--- src/design/assert_macros.svh ---
// Assertion macros shared by the route table RTL.
`ifndef ASSERT_MACROS_SVH
`define ASSERT_MACROS_SVH
`ifndef SYNTHESIS
`define ASSERT_ALWAYS(label, cond, msg) \
   label: assert property (@(posedge clock) disable iff (reset) (cond)) else $error(msg);
`define ASSERT_IMPLY(label, ante, cons, msg) \
   label: assert property (@(posedge clock) disable iff (reset) (ante) |-> (cons)) \
      else $error(msg);
`define ASSERT_NEXT(label, ante, cons, msg) \
   label: assert property (@(posedge clock) disable iff (reset) (ante) |=> (cons)) \
      else $error(msg);
`else
`define ASSERT_ALWAYS(label, cond, msg)
`define ASSERT_IMPLY(label, ante, cons, msg)
`define ASSERT_NEXT(label, ante, cons, msg)
`endif
`endif

--- src/design/lpm_pkg.sv ---
// Types, constants and helper functions of the longest prefix match route table.
package lpm_pkg;

   localparam int MAX_ROUTES = 64;
   localparam int IDX_W      = (MAX_ROUTES > 1) ? $clog2(MAX_ROUTES) : 1;
   localparam int COUNT_W    = $clog2(MAX_ROUTES + 1);
   localparam int PLEN_W     = 6;

   localparam logic FUNC_ADD    = 1'b0;
   localparam logic FUNC_LOOKUP = 1'b1;

   typedef enum logic [1:0] {
      STATUS_ADDED = 2'd0,
      STATUS_FULL  = 2'd1,
      STATUS_HIT   = 2'd2,
      STATUS_MISS  = 2'd3
   } status_type;

   typedef struct packed {
      logic        func;
      logic [31:0] route_network;
      logic [31:0] route_mask;
      logic [31:0] route_next_hop;
      logic [7:0]  route_port;
      logic [31:0] lookup_address;
   } req_type;

   typedef struct packed {
      status_type        status;
      logic [31:0]       best_next_hop;
      logic [7:0]        best_port;
      logic [PLEN_W-1:0] best_prefix_length;
   } rsp_type;

   typedef struct packed {
      logic [31:0]       network;
      logic [31:0]       mask;
      logic [31:0]       next_hop;
      logic [7:0]        port;
      logic [PLEN_W-1:0] prefix_length;
   } entry_type;

   typedef struct packed {
      logic latch_req;
      logic do_add;
      logic scan_rd;
   } ctrl_cmd_type;

   typedef struct packed {
      logic is_lookup;
      logic table_empty;
      logic scan_last;
   } ctrl_status_type;

   // adder tree popcount of a 32-bit mask
   function automatic logic [PLEN_W-1:0] count_ones(input logic [31:0] v);
      logic [1:0] s1 [16];
      logic [2:0] s2 [8];
      logic [3:0] s3 [4];
      logic [4:0] s4 [2];
      for (int i = 0; i < 16; i++) begin
         s1[i] = {1'b0, v[2*i]} + {1'b0, v[2*i+1]};
      end
      for (int i = 0; i < 8; i++) begin
         s2[i] = {1'b0, s1[2*i]} + {1'b0, s1[2*i+1]};
      end
      for (int i = 0; i < 4; i++) begin
         s3[i] = {1'b0, s2[2*i]} + {1'b0, s2[2*i+1]};
      end
      for (int i = 0; i < 2; i++) begin
         s4[i] = {1'b0, s3[2*i]} + {1'b0, s3[2*i+1]};
      end
      return {1'b0, s4[0]} + {1'b0, s4[1]};
   endfunction

endpackage

--- src/design/lpm_ctrl.sv ---
// Route table controller: sequences add, scan and response for each transfer.
`include "assert_macros.svh"
module lpm_ctrl (
   input  logic                    clock,
   input  logic                    reset,
   input  logic                    start,
   output logic                    busy,
   output logic                    rsp_strobe,
   input  lpm_pkg::ctrl_status_type status,
   output lpm_pkg::ctrl_cmd_type    cmd
);
   import lpm_pkg::*;

   typedef enum logic [4:0] {
      IDLE   = 5'b00001,
      DECODE = 5'b00010,
      SCAN   = 5'b00100,
      DRAIN  = 5'b01000,
      RESP   = 5'b10000
   } state_type;

   state_type state_ff;
   state_type state_in;

   always_comb begin
      cmd      = '0;
      state_in = state_ff;
      unique case (state_ff)
         IDLE: begin
            if (start) begin
               cmd.latch_req = 1'b1;
               state_in      = DECODE;
            end
         end
         DECODE: begin
            if (!status.is_lookup) begin
               cmd.do_add = 1'b1;
               state_in   = RESP;
            end else if (status.table_empty) begin
               state_in = RESP;
            end else begin
               state_in = SCAN;
            end
         end
         SCAN: begin
            cmd.scan_rd = 1'b1;
            if (status.scan_last) begin
               state_in = DRAIN;
            end
         end
         // last entry read is compared in this cycle
         DRAIN: begin
            state_in = RESP;
         end
         RESP: begin
            state_in = IDLE;
         end
         default: begin
            state_in = IDLE;
         end
      endcase
   end

   always_ff @(posedge clock) begin
      if (reset) begin
         state_ff <= IDLE;
      end else begin
         state_ff <= state_in;
      end
   end

   assign busy       = (state_ff != IDLE);
   assign rsp_strobe = (state_ff == RESP);

   `ASSERT_NEXT(a_accept_decode, start && (state_ff == IDLE), state_ff == DECODE, "accepted transfer not decoded")
   `ASSERT_NEXT(a_scan_end, (state_ff == SCAN) && status.scan_last, state_ff == DRAIN, "scan overran last entry")
   `ASSERT_NEXT(a_resp_single, state_ff == RESP, state_ff == IDLE, "response held beyond one cycle")

endmodule

--- config.mk ---
export PLATFORM = sky130hd
export DESIGN_NAME = lpm_ctrl
export DESIGN_NICKNAME = d
export VERILOG_FILES = /design/src/design/lpm_pkg.sv /design/src/design/lpm_ctrl.sv
export VERILOG_INCLUDE_DIRS = /design/src /design/src/design
export SDC_FILE = /design/constraint.sdc
export NUM_CORES = 1
export LEC_CHECK = 0
export BUFFER_PORTS_ARGS = -buffer_cell sky130_fd_sc_hd__buf_2
export CORE_AREA = 2 2 39 41
export DETAILED_ROUTE_END_ITERATION = 10
export DIE_AREA = 0 0 41 43
export PLACE_DENSITY = 0.38
export SKIP_CTS_REPAIR_TIMING = 1
export SLEW_MARGIN = 40
export SYNTH_ARGS = -nofsm -noshare
export SYNTH_HDL_FRONTEND = slang
export SYNTH_SLANG_ARGS = --single-unit
--- constraint.sdc ---
create_clock -name clock -period 1.95 [get_ports clock]
set_input_delay 0.195 -clock clock [delete_from_list [all_inputs] [get_ports clock]]
set_output_delay 0.195 -clock clock [all_outputs]
set_load 0.01 [all_outputs]
# Yosys cells after proc, flatten, opt, wreduce, memory -nomap -nowiden
# Cells that the tools add are included.
# word_totals
ff_bits	5
in_bits	6
output_inout_bits	5
elab_cells	20
# op_classes
muxes	10
eq_ne	8
n_reduce_logical	1
# op_table
operator	count
$mux 5	4
$pmux 5 s4	1
$eq 5x1->1 const B	1
$eq 5x2->1 const B	1
$eq 5x3->1 const B	1
$eq 5x4->1 const B	1
$eq 5x5->1 const B	1
$mux 1	5
$ne 5x1->1 const B	1
$ne 2x2->1 const B	2
$reduce_and 2->1	1

# Longest topological paths before layout
# Gate-level depths: netlist (run 1).
# depth
depth_word	3
depth_mapped	3
mapped_depth_nobuf	3

# Worst setup path after synthesis (run 1)
# Ideal clock, no wire load.
# synth_path
path_kind	register to register
startpoint	register state_ff[0]
endpoint	register state_ff[0]
t_arrival_ns	0.938
period_less_slack_ns	1.058
path_stages_with_launch	4
path_buffers	0
required_time_ns	1.830
setup_ns	0.120
setup_slack_ns	0.892
path_cell_list	dfxtp_1 -> and3b_1 -> o311ai_1 -> a211o_1
# synth_via
elab_chain_cells	3
# synth_rtl
item	line_no	source
start: declaration	lpm_ctrl.sv:22	state_type state_ff;
start signal: assignment	lpm_ctrl.sv:68	state_ff <= state_in;
$eq 5x3->1 / $eq 5x1->1 (equally long branches)	lpm_ctrl.sv:28	unique case (state_ff)
$ne 2x2->1 (no source line)	--	
$reduce_and 2->1 (no source line)	--	
# Several ways; a longest one is shown, not always the timed one.
# A chain may end at the register's enable or synchronous reset.

==> results of run 1 <==
[placed cells by master, fill, tap and decap left out]
master / n
a211o_1: 1
a211oi_1: 1
and3_1: 2
and3b_1: 1
and4_2: 1
and4b_1: 1
and4bb_1: 1
buf_2: 10
clkbuf_1: 1
clkbuf_4: 3
dfxtp_1: 5
inv_1: 1
nand2_1: 2
nand3_1: 3
nand4b_1: 1
nor2_1: 4
nor2_2: 1
nor2b_1: 4
nor3_2: 1
o21ai_0: 1
o311ai_1: 1
o31ai_1: 1
[final cells by class]
type	count	area share (%)
clock buffer	4	6.93
inverter	1	0.990
multi-input combinational	27	47.2
sequential	5	26.4
tap	16	5.28
timing repair buffer	10	13.2
[worst register-to-register path, cell delays in order (launching register included)]
cell	delay [ps]
dfxtp_1	430
nor2b_1	230
o311ai_1	110
a211o_1	300
[cell usage after synthesis, drive strengths merged (2+ instances only)]
| cell | instances |
|---|---|
| nand3 | 3 |
| dfxtp | 5 |
| nor2 | 5 |
| nor2b | 4 |
| nand2 | 2 |
| and3 | 2 |
[cell families after synthesis]
logic type / Yosys count / synth area share (%)
DFF: 5 / 35.4
AOI/OAI and AO/OA: 5 / 13.3
and+or+nand+nor: 22 / 50.0
buffers and inverters: 1 / 1.33
[power breakdown]
group          switching [mW]  internal, mW  leakage [nW]
sequential            0.00485         0.106        0.0407
clock                  0.0405        0.0772        0.0150
combinational          0.0191        0.0184         0.121
total                  0.0644         0.202         0.176
[through the flow]
| step | total power, mW | setup slack (ps) | instances | utilization [%] | hold slack, ps |
|---|---|---|---|---|---|
| global placement | 0.149 | 769 | 59 | 25.5 | 454 |
| floorplan | 0.134 | 892 | 33 | - | 267 |
| finish | 0.266 | 487 | 63 | 27.4 | 201 |
| CTS | 0.272 | 475 | 63 | 27.4 | 199 |
| global route | 0.286 | 372 | 63 | 27.4 | 209 |
| detailed placement | 0.151 | 743 | 59 | 25.5 | 451 |
[routing by layer]
layer | vias to the layer above | share of wire, % | GRT usage [%]
met3 | 2 | 3.7 | 6.28
met1 | 143 | 44 | 13.5
met4 | 0 | 0.66 | 4.00
met5 | - | 0 | 0
met2 | 3 | 51 | 16.6
li1 | 154 | - | -
[path summary, 6_finish.rpt]
kind / end / slack (ps) / cells past startpoint
max: cmd[1] / 490 / 4
min: state_ff[1] / 200 / 2
max reg2reg: state_ff[0] / 760 / 3
min reg2reg: state_ff[0] / 530 / 2
==> results.sh, run 1 <==
export IMPL_wl_um=758
export IMPL_grt_pass1_wl_um=1310
export IMPL_antenna_left=0
export IMPL_ys_types=19
export IMPL_status="finished, final reports clean"
export IMPL_cts_root_buffer="clkbuf_4"
export IMPL_vias=302
export IMPL_clkTransAtPathRegs_ps=40
export IMPL_multi_input_area_um2=179
export IMPL_dp_hpwl_um=631
export IMPL_min_period_ps=1460
export IMPL_grt_antenna_before_repair=0
export IMPL_n_antenna_cell=0
export IMPL_ys_ff_latch=5
export IMPL_drcViolationCount=0
export IMPL_p_leak_nw=0.176
export IMPL_synth_ff_type="dfxtp_1"
export IMPL_syn_to_final_growth_pct=34.1
export IMPL_slowest_stage="dfxtp_1"
export IMPL_grt_ovfl_total=0
export IMPL_worst_path_max_fanout=7
export IMPL_largest_register="state_ff"
export IMPL_cts_tree="yes"
export IMPL_cpPeakStageDelay_ps=370
export IMPL_timing_max_transition_violations_final=0
export IMPL_ys_seq_area_share_pct=35.4
export IMPL_place_area_um2=353
export IMPL_htree_levels=1
export IMPL_crit_start="state_ff[2]"
export IMPL_numCtsBuffers=3
export IMPL_hp_class="primary input to register"
export IMPL_crit_chain="nor3_2 > nand2_1 > nor2_1 > buf_2"
export IMPL_synth_edff_count=0
export IMPL_clk_latency_ps=240
export IMPL_cts_num_sinks=5
export IMPL_drive_gt1_share_pct=34.0
export IMPL_setup_violations=0
export IMPL_final_nets=54
export IMPL_cp_arrival_ps=1270
export IMPL_core_area_mm2=0.00138
export IMPL_dieWidth_um=41
export IMPL_nFillCells=177
export IMPL_regToRegStartpoint="state_ff[3]"
export IMPL_grt_pass1_vias=305
export IMPL_largestRegisters="state_ff x5"
export IMPL_chipHeight_um=43
export IMPL_peakVddDrop_mv=0.210
export IMPL_first_pass_iters=2
export IMPL_tns_ps=0
export IMPL_synth_top_area_share_pct=35.4
export IMPL_max_freq_mhz=683
export IMPL_via_per_inst=4.79
export IMPL_regArea_um2=100
export IMPL_max_cap_violations=0
export IMPL_p_per_area_mw_per_mm2=702
export IMPL_period_share_pct=75.0
export IMPL_crit_family="simple AND/OR/NAND/NOR gates"
export IMPL_critPathKind="register to output port"
export IMPL_min_delay_start="reset"
export IMPL_path_buf_inv=1
export IMPL_grt_max_degree=9
export IMPL_ios=11
export IMPL_clock_skew_final_ps=2.60
export IMPL_max_slew_margin_pct=81.4
export IMPL_drtIter0Drc=5
export IMPL_largest_reg_flops=5
export IMPL_grt_usage_pct=11.4
export IMPL_synthArstFlopShare_pct=0
export IMPL_routedWlPerCell_um=12.0
export IMPL_yosys_warnings=0
export IMPL_syn_nets=39
export IMPL_syn_cell_area_um2=283
export IMPL_fin_area_um2=379
export IMPL_cp_end_kind="output port"
export IMPL_synth_cells=33
export IMPL_port_buffers=10
export IMPL_rsz0062_at_grt="no"
export IMPL_final_hold_viol_count=0
export IMPL_start_util_pct=20.4
export IMPL_synth_area_leaders="dfxtp_1 35%, nor2b_1 8.8%, nand3_1 5.3%"
export IMPL_worst_slew_pin_slew_ps=277
export IMPL_clock_path_buffers=2
export IMPL_synth_top_area_cell="dfxtp_1"
export IMPL_required_ps=1750
export IMPL_die_area_mm2=0.00176
export IMPL_critPathLaunchType="register"
export IMPL_syn_avg_cell_area_um2=8.57
export IMPL_core_rowCount=14
export IMPL_place_gp_congestion=0.766
Note: power is estimated with default switching activity, not from simulation.
==> run 2: changes to the inputs <==
--- a/config.mk
+++ b/config.mk
@@ -6,11 +6,12 @@
 export SDC_FILE = /design/constraint.sdc
 export NUM_CORES = 1
 export LEC_CHECK = 0
+export ABC_AREA = 1
 export BUFFER_PORTS_ARGS = -buffer_cell sky130_fd_sc_hd__buf_2
 export CORE_AREA = 2 2 39 41
 export DETAILED_ROUTE_END_ITERATION = 10
 export DIE_AREA = 0 0 41 43
-export PLACE_DENSITY = 0.38
+export PLACE_DENSITY = 0.41
 export SKIP_CTS_REPAIR_TIMING = 1
 export SLEW_MARGIN = 40
 export SYNTH_ARGS = -nofsm -noshare
==> constraint.sdc (replaced) <==
create_clock -name clock -period 1.35 [get_ports clock]
set_input_delay 0.135 -clock clock [delete_from_list [all_inputs] [get_ports clock]]
set_output_delay 0.135 -clock clock [all_outputs]
set_load 0.01 [all_outputs]
==> results.sh, run 2 <==
export IMPL_syn_cell_area_um2=317
export IMPL_cp_arrival_ps=1150
export IMPL_syn_nets=52
export IMPL_crit_family="simple AND/OR/NAND/NOR gates"
export IMPL_grt_pass1_wl_um=1080
export IMPL_final_nets=69
export IMPL_die_area_mm2=0.00176
export IMPL_chipHeight_um=43
export IMPL_synth_top_area_share_pct=31.6
export IMPL_n_antenna_cell=0
export IMPL_r2r_end="state_ff[3]"
export IMPL_synth_edff_count=0
export IMPL_drtIter0Drc=1
export IMPL_drcViolationCount=0
export IMPL_dp_cells=72
export IMPL_clock_skew_final_ps=5.79
export IMPL_r2r_slack_ps=360
export IMPL_ios=11
export IMPL_whs_endpoint="state_ff[3]"
export IMPL_grt_antenna_before_repair=0
export IMPL_grt_usage_pct=10.2
export IMPL_largest_register="state_ff"
export IMPL_drive_gt1_share_pct=50.0
export IMPL_place_area_um2=387
export IMPL_vias=317
export IMPL_wl_um=715
export IMPL_final_util_pct=32.2
export IMPL_p_leak_nw=0.208
export IMPL_grt_ovfl_total=0
export IMPL_htree_levels=1
export IMPL_first_pass_iters=2
export IMPL_timing_max_transition_violations_final=0
export IMPL_syn_avg_cell_area_um2=6.88
export IMPL_synthArstFlopShare_pct=0
export IMPL_min_period_ps=1290
export IMPL_slowest_stage="dfxtp_4"
export IMPL_ff2ff_path_depth=6
export IMPL_grt_pass1_vias=278
export IMPL_yosys_top_cells_count="6 x inv_1, 6 x nor2_1, 5 x dfxtp_1, 5 x nand2_1"
export IMPL_worst_slew_pin_slew_ps=168
export IMPL_fin_area_um2=445
export IMPL_cts_num_sinks=5
export IMPL_worst_path_max_fanout=5
export IMPL_synth_ff_type="dfxtp_1"
export IMPL_final_cells=78
export IMPL_path_buf_inv=2
export IMPL_ys_types=17
export IMPL_regToRegStartpoint="state_ff[3]"
export IMPL_antenna_left=0
export IMPL_peakVddDrop_mv=0.417
export IMPL_cts_tree="yes"
export IMPL_synth_area_leaders="dfxtp_1 32%, nor2_4 11%, inv_1 7.1%"
export IMPL_dp_hpwl_um=529
export IMPL_dieWidth_um=41
export IMPL_max_slew_margin_pct=88.7
export IMPL_final_hold_viol_count=0
export IMPL_whs_ps=120
export IMPL_start_util_pct=22.9
export IMPL_clk_latency_ps=250
export IMPL_ys_seq_area_share_pct=31.6
export IMPL_core_area_mm2=0.00138
export IMPL_period_share_pct=95.4
export IMPL_critPathKind="register to output port"
export IMPL_layout_common_cells="10 x buf_2, 6 x inv_1, 5 x nand2_1, 5 x nor2_1, 4 x nand3_1"
export IMPL_ys_ff_latch=5
export IMPL_max_freq_mhz=776
export IMPL_layout_setup_ws_ps=61.5
export IMPL_port_buffers=10
export IMPL_rsz0062_at_grt="yes"
export IMPL_required_ps=1220
export IMPL_min_delay_start="reset"
export IMPL_hp_class="primary input to register"
export IMPL_status="finished, final reports clean"
export IMPL_routedWlPerCell_um=9.17
export IMPL_cp_end_kind="output port"
export IMPL_yosys_warnings=0
export IMPL_crit_chain="inv_4 > nand2_4 > nor2_4 > nand2_2 > nor2_1 > buf_2"
export IMPL_clkTransAtPathRegs_ps=50
export IMPL_largestRegisters="state_ff x5"
export IMPL_place_gp_congestion=0.731
export IMPL_pre_cts_ws_ps=319
export IMPL_critPathLaunchType="register"
export IMPL_largest_reg_flops=5
export IMPL_final_common_cell="buf_2"
export IMPL_p_per_area_mw_per_mm2=939
export IMPL_cts_root_buffer="clkbuf_4"
export IMPL_clock_path_buffers=2
export IMPL_core_rowCount=14
export IMPL_holdPathStages=2
export IMPL_syn_to_final_growth_pct=40.7
export IMPL_setup_violations=0
export IMPL_max_cap_violations=0
export IMPL_synth_top_area_cell="dfxtp_1"
export IMPL_cpPeakStageDelay_ps=350
export IMPL_grt_max_degree=6
export IMPL_numCtsBuffers=3
export IMPL_synth_cells=46
export IMPL_via_per_inst=4.06
-- run 2: cell types whose count changed after synthesis, sizes merged, moves of 2 or more --
cell,delta
nand3,+2
a21oi,+2
inv,+9
nand2,+5
nor2b,-4
and3,-2
nor2,+6
-- run 2: worst max-delay path by stage --
stage / endpoint / slack (ps) / start / cells after the start
after floorplan: cmd[2] / 370 / state_ff[3] / 5
after global placement: cmd[2] / 320 / state_ff[3] / 6
after detailed placement: cmd[1] / 320 / state_ff[3] / 6
after CTS: cmd[1] / 40 / state_ff[3] / 6
after global routing: cmd[2] / -30 / state_ff[3] / 6
final: cmd[2] / 60 / state_ff[3] / 6
-- run 2: final cells by class --
type	count	area, um^2
Fill cell	157	938
Inverter	10	42.5
Multi-Input combinational cell	31	186
Sequential cell	5	105
Tap cell	16	20.0
Clock buffer	4	26.3
Timing Repair Buffer	12	65.1
-- run 2: cell families (layout without fill, tap and decap cells) --
family | Yosys count | in the layout | share of synthesized area, %
and+or+nand+nor | 27 | 27 | 50.2
DFF | 5 | 5 | 31.6
buffers and inverters | 10 | 26 | 11.9
AOI/OAI and AO/OA | 4 | 4 | 6.32
-- run 2: worst reg2reg max path, stage by stage, from the launching register on --
cell and delay, ps:
dfxtp_4 350, buf_4 140, nor2_4 100, inv_1 70, nor2_4 110, nand3_2 80
nor2_2 70
-- run 2: power breakdown --
part	total, mW	switching, mW	internal, mW
sequential	0.159	0.00627	0.153
combinational	0.0793	0.0480	0.0313
clock	0.179	0.0673	0.112
total	0.418	0.122	0.297
-- run 2: per-stage QoR --
stage	power (mW)	TNS [ps]
3_3_place_gp	0.243	0
4_1_cts	0.430	0
3_5_place_dp	0.242	0
2_1_floorplan	0.216	0
5_1_grt	0.447	-32.8
6_report	0.418	0
-- run 2: per-layer routing --
metal | part of all wire, % | track usage (%) | up-vias
met1 | 44 | 12.6 | 132
li1 | - | - | 174
met5 | 0 | 0 | -
met3 | 5.9 | 6.28 | 2
met4 | 0.98 | 8.00 | 0
met2 | 49 | 11.9 | 9
==> run 3: changes to the inputs <==
--- a/config.mk
+++ b/config.mk
@@ -11,6 +11,7 @@
 export CORE_AREA = 2 2 39 41
 export DETAILED_ROUTE_END_ITERATION = 10
 export DIE_AREA = 0 0 41 43
+export GPL_TIMING_DRIVEN = 0
 export PLACE_DENSITY = 0.41
 export SKIP_CTS_REPAIR_TIMING = 1
 export SLEW_MARGIN = 40
==> constraint.sdc (replaced) <==
create_clock -name clock -period 1.2 [get_ports clock]
set_input_delay 0.12 -clock clock [delete_from_list [all_inputs] [get_ports clock]]
set_output_delay 0.12 -clock clock [all_outputs]
set_load 0.01 [all_outputs]
==> results.sh, run 3 (synthesized netlist as in run 2, its figures left out) <==
export IMPL_status="complete, but fails checks"
export IMPL_violations="setup timing"
export IMPL_grt_antenna_before_repair=0
export IMPL_timing_max_transition_violations_final=0
export IMPL_drive_gt1_share_pct=53.2
export IMPL_drcViolationCount=0
export IMPL_holdPathStages=2
export IMPL_cts_root_buffer="clkbuf_4"
export IMPL_ios=11
export IMPL_critPathKind="register to output port"
export IMPL_drtIter0Drc=5
export IMPL_crit_start="state_ff[3]"
export IMPL_setup_violations=3
export IMPL_clkTransAtPathRegs_ps=50
export IMPL_largestRegisters="state_ff x5"
export IMPL_clockPowerShare_pct=42.1
export IMPL_numCtsBuffers=3
export IMPL_peakVddDrop_mv=0.414
export IMPL_layout_common_cells="9 x buf_2, 5 x inv_1, 5 x nand2_1, 5 x nor2_1"
export IMPL_crit_chain="inv_4 > nand2_4 > nor2_4 > nand2_2 > nor2_1 > buf_2"
export IMPL_place_gp_congestion=0.711
export IMPL_routedWlPerCell_um=8.82
export IMPL_final_hold_viol_count=0
export IMPL_syn_to_final_growth_pct=42.3
export IMPL_crit_cells=6
export IMPL_seqPwrFrac_pct=37.3
export IMPL_crit_family="flip-flops"
export IMPL_dp_hpwl_um=516
export IMPL_die_area_mm2=0.00176
export IMPL_max_cap_violations=0
export IMPL_port_buffers=10
export IMPL_r2r_end="state_ff[0]"
export IMPL_r2r_slack_ps=210
export IMPL_nFillCells=147
export IMPL_rsz0062_at_grt="yes"
export IMPL_max_slew_margin_pct=89.5
export IMPL_ff2ff_path_depth=6
export IMPL_p_leak_nw=0.207
export IMPL_hp_class="primary input to register"
export IMPL_chipHeight_um=43
export IMPL_swShare_pct=28.8
export IMPL_final_util_pct=32.5
export IMPL_worst_path_max_fanout=5
export IMPL_htree_levels=1
export IMPL_fin_total_pwr_uw=478
export IMPL_cp_end_kind="output port"
export IMPL_multi_input_area_um2=186
export IMPL_cp_arrival_ps=1150
export IMPL_first_pass_iters=4
export IMPL_n_antenna_cell=0
export IMPL_antenna_left=0
export IMPL_grt_usage_pct=9.55
export IMPL_clock_path_buffers=2
export IMPL_critPathLaunchType="register"
export IMPL_largest_register="state_ff"
export IMPL_core_rowCount=14
export IMPL_grt_ovfl_total=0
export IMPL_whs_endpoint="state_ff[3]"
export IMPL_power_switching_uw=138
export IMPL_pre_cts_ws_ps=185
export IMPL_min_period_ps=1270
export IMPL_regToRegStartpoint="state_ff[0]"
export IMPL_grt_pass1_wl_um=1010
export IMPL_p_per_area_mw_per_mm2=1060
export IMPL_wl_um=688
export IMPL_vias=321
export IMPL_cpPeakStageDelay_ps=360
export IMPL_cts_num_sinks=5
export IMPL_grt_pass1_vias=270
export IMPL_layout_setup_ws_ps=-74.1
export IMPL_grt_max_degree=6
export IMPL_period_share_pct=106
export IMPL_max_freq_mhz=785
export IMPL_via_per_inst=4.12
export IMPL_start_util_pct=22.9
export IMPL_regArea_um2=106
export IMPL_required_ps=1080
export IMPL_clock_skew_final_ps=0.868
export IMPL_cts_tree="yes"
export IMPL_whs_ps=99.0
export IMPL_min_delay_start="reset"
export IMPL_dieWidth_um=41
export IMPL_slowest_stage="dfxtp_4"
export IMPL_combPwrFrac_pct=20.6
export IMPL_final_common_cell="buf_2"
export IMPL_worst_slew_pin_slew_ps=156
export IMPL_final_nets=69
export IMPL_clk_latency_ps=240
export IMPL_path_buf_inv=2
export IMPL_largest_reg_flops=5
export IMPL_core_area_mm2=0.00138
export IMPL_p_int_uw=340
## run 3: cell count changes in the layout (fill, tap and decap cells not counted)
| cell | before | now |
|---|---|---|
| buf_2 | 10 | 9 |
| dfxtp_2 | 1 | 2 |
| inv_1 | 6 | 5 |
| buf_6 | 0 | 1 |
| dfxtp_1 | 3 | 2 |
| inv_4 | 2 | 1 |
| inv_2 | 2 | 4 |
## run 3: cell type report
cell class                      count  share of cell area (%)
Tap cell                           16                    4.44
Sequential cell                     5                    23.6
Multi-Input combinational cell     31                    41.4
Timing Repair Buffer               12                    15.8
Clock buffer                        4                    5.83
Inverter                           10                    8.89
## run 3: per-stage QoR
stage          setup TNS [ps]  std cells  cell area, um^2
2_1_floorplan               0         46              317
3_3_place_gp                0         72              387
3_5_place_dp                0         72              387
4_1_cts                  -221         76              413
5_1_grt                  -463         78              450
6_report                 -158         78              450
## run 3: worst reg2reg max path, stage by stage, from the launching register on
cell and delay, ps:
dfxtp_1 320, inv_2 70, nand2_1 70, nor2_1 150, o21ai_0 120, nand2_1 80
nand3_1 60
## run 3: power groups by stage
| stage | logic, mW | clock network, mW | registers [mW] |
|---|---|---|---|
| 6_report | 0.0988 | 0.201 | 0.178 |
| 5_1_grt | 0.111 | 0.221 | 0.179 |
| 4_1_cts | 0.0910 | 0.216 | 0.180 |
| 3_5_place_dp | 0.0907 | 0 | 0.183 |
| 3_3_place_gp | 0.0912 | 0 | 0.183 |
| 2_1_floorplan | 0.0603 | 0 | 0.182 |
## run 3: worst max path at each step
| stage | end | slack (ps) |
|---|---|---|
| after floorplan | cmd[2] | 230 |
| after global placement | cmd[2] | 170 |
| after detailed placement | cmd[2] | 180 |
| after CTS | cmd[2] | -100 |
| after global routing | cmd[2] | -170 |
| final | cmd[2] | -70 |
## run 3: metal layers
layer,track usage [%],vias to the layer above,part of all wire [%]
met2,11.6,7,49
met5,0,-,0
met4,12.0,0,2.9
met3,3.14,2,3.6
li1,-,175,-
met1,11.0,137,44
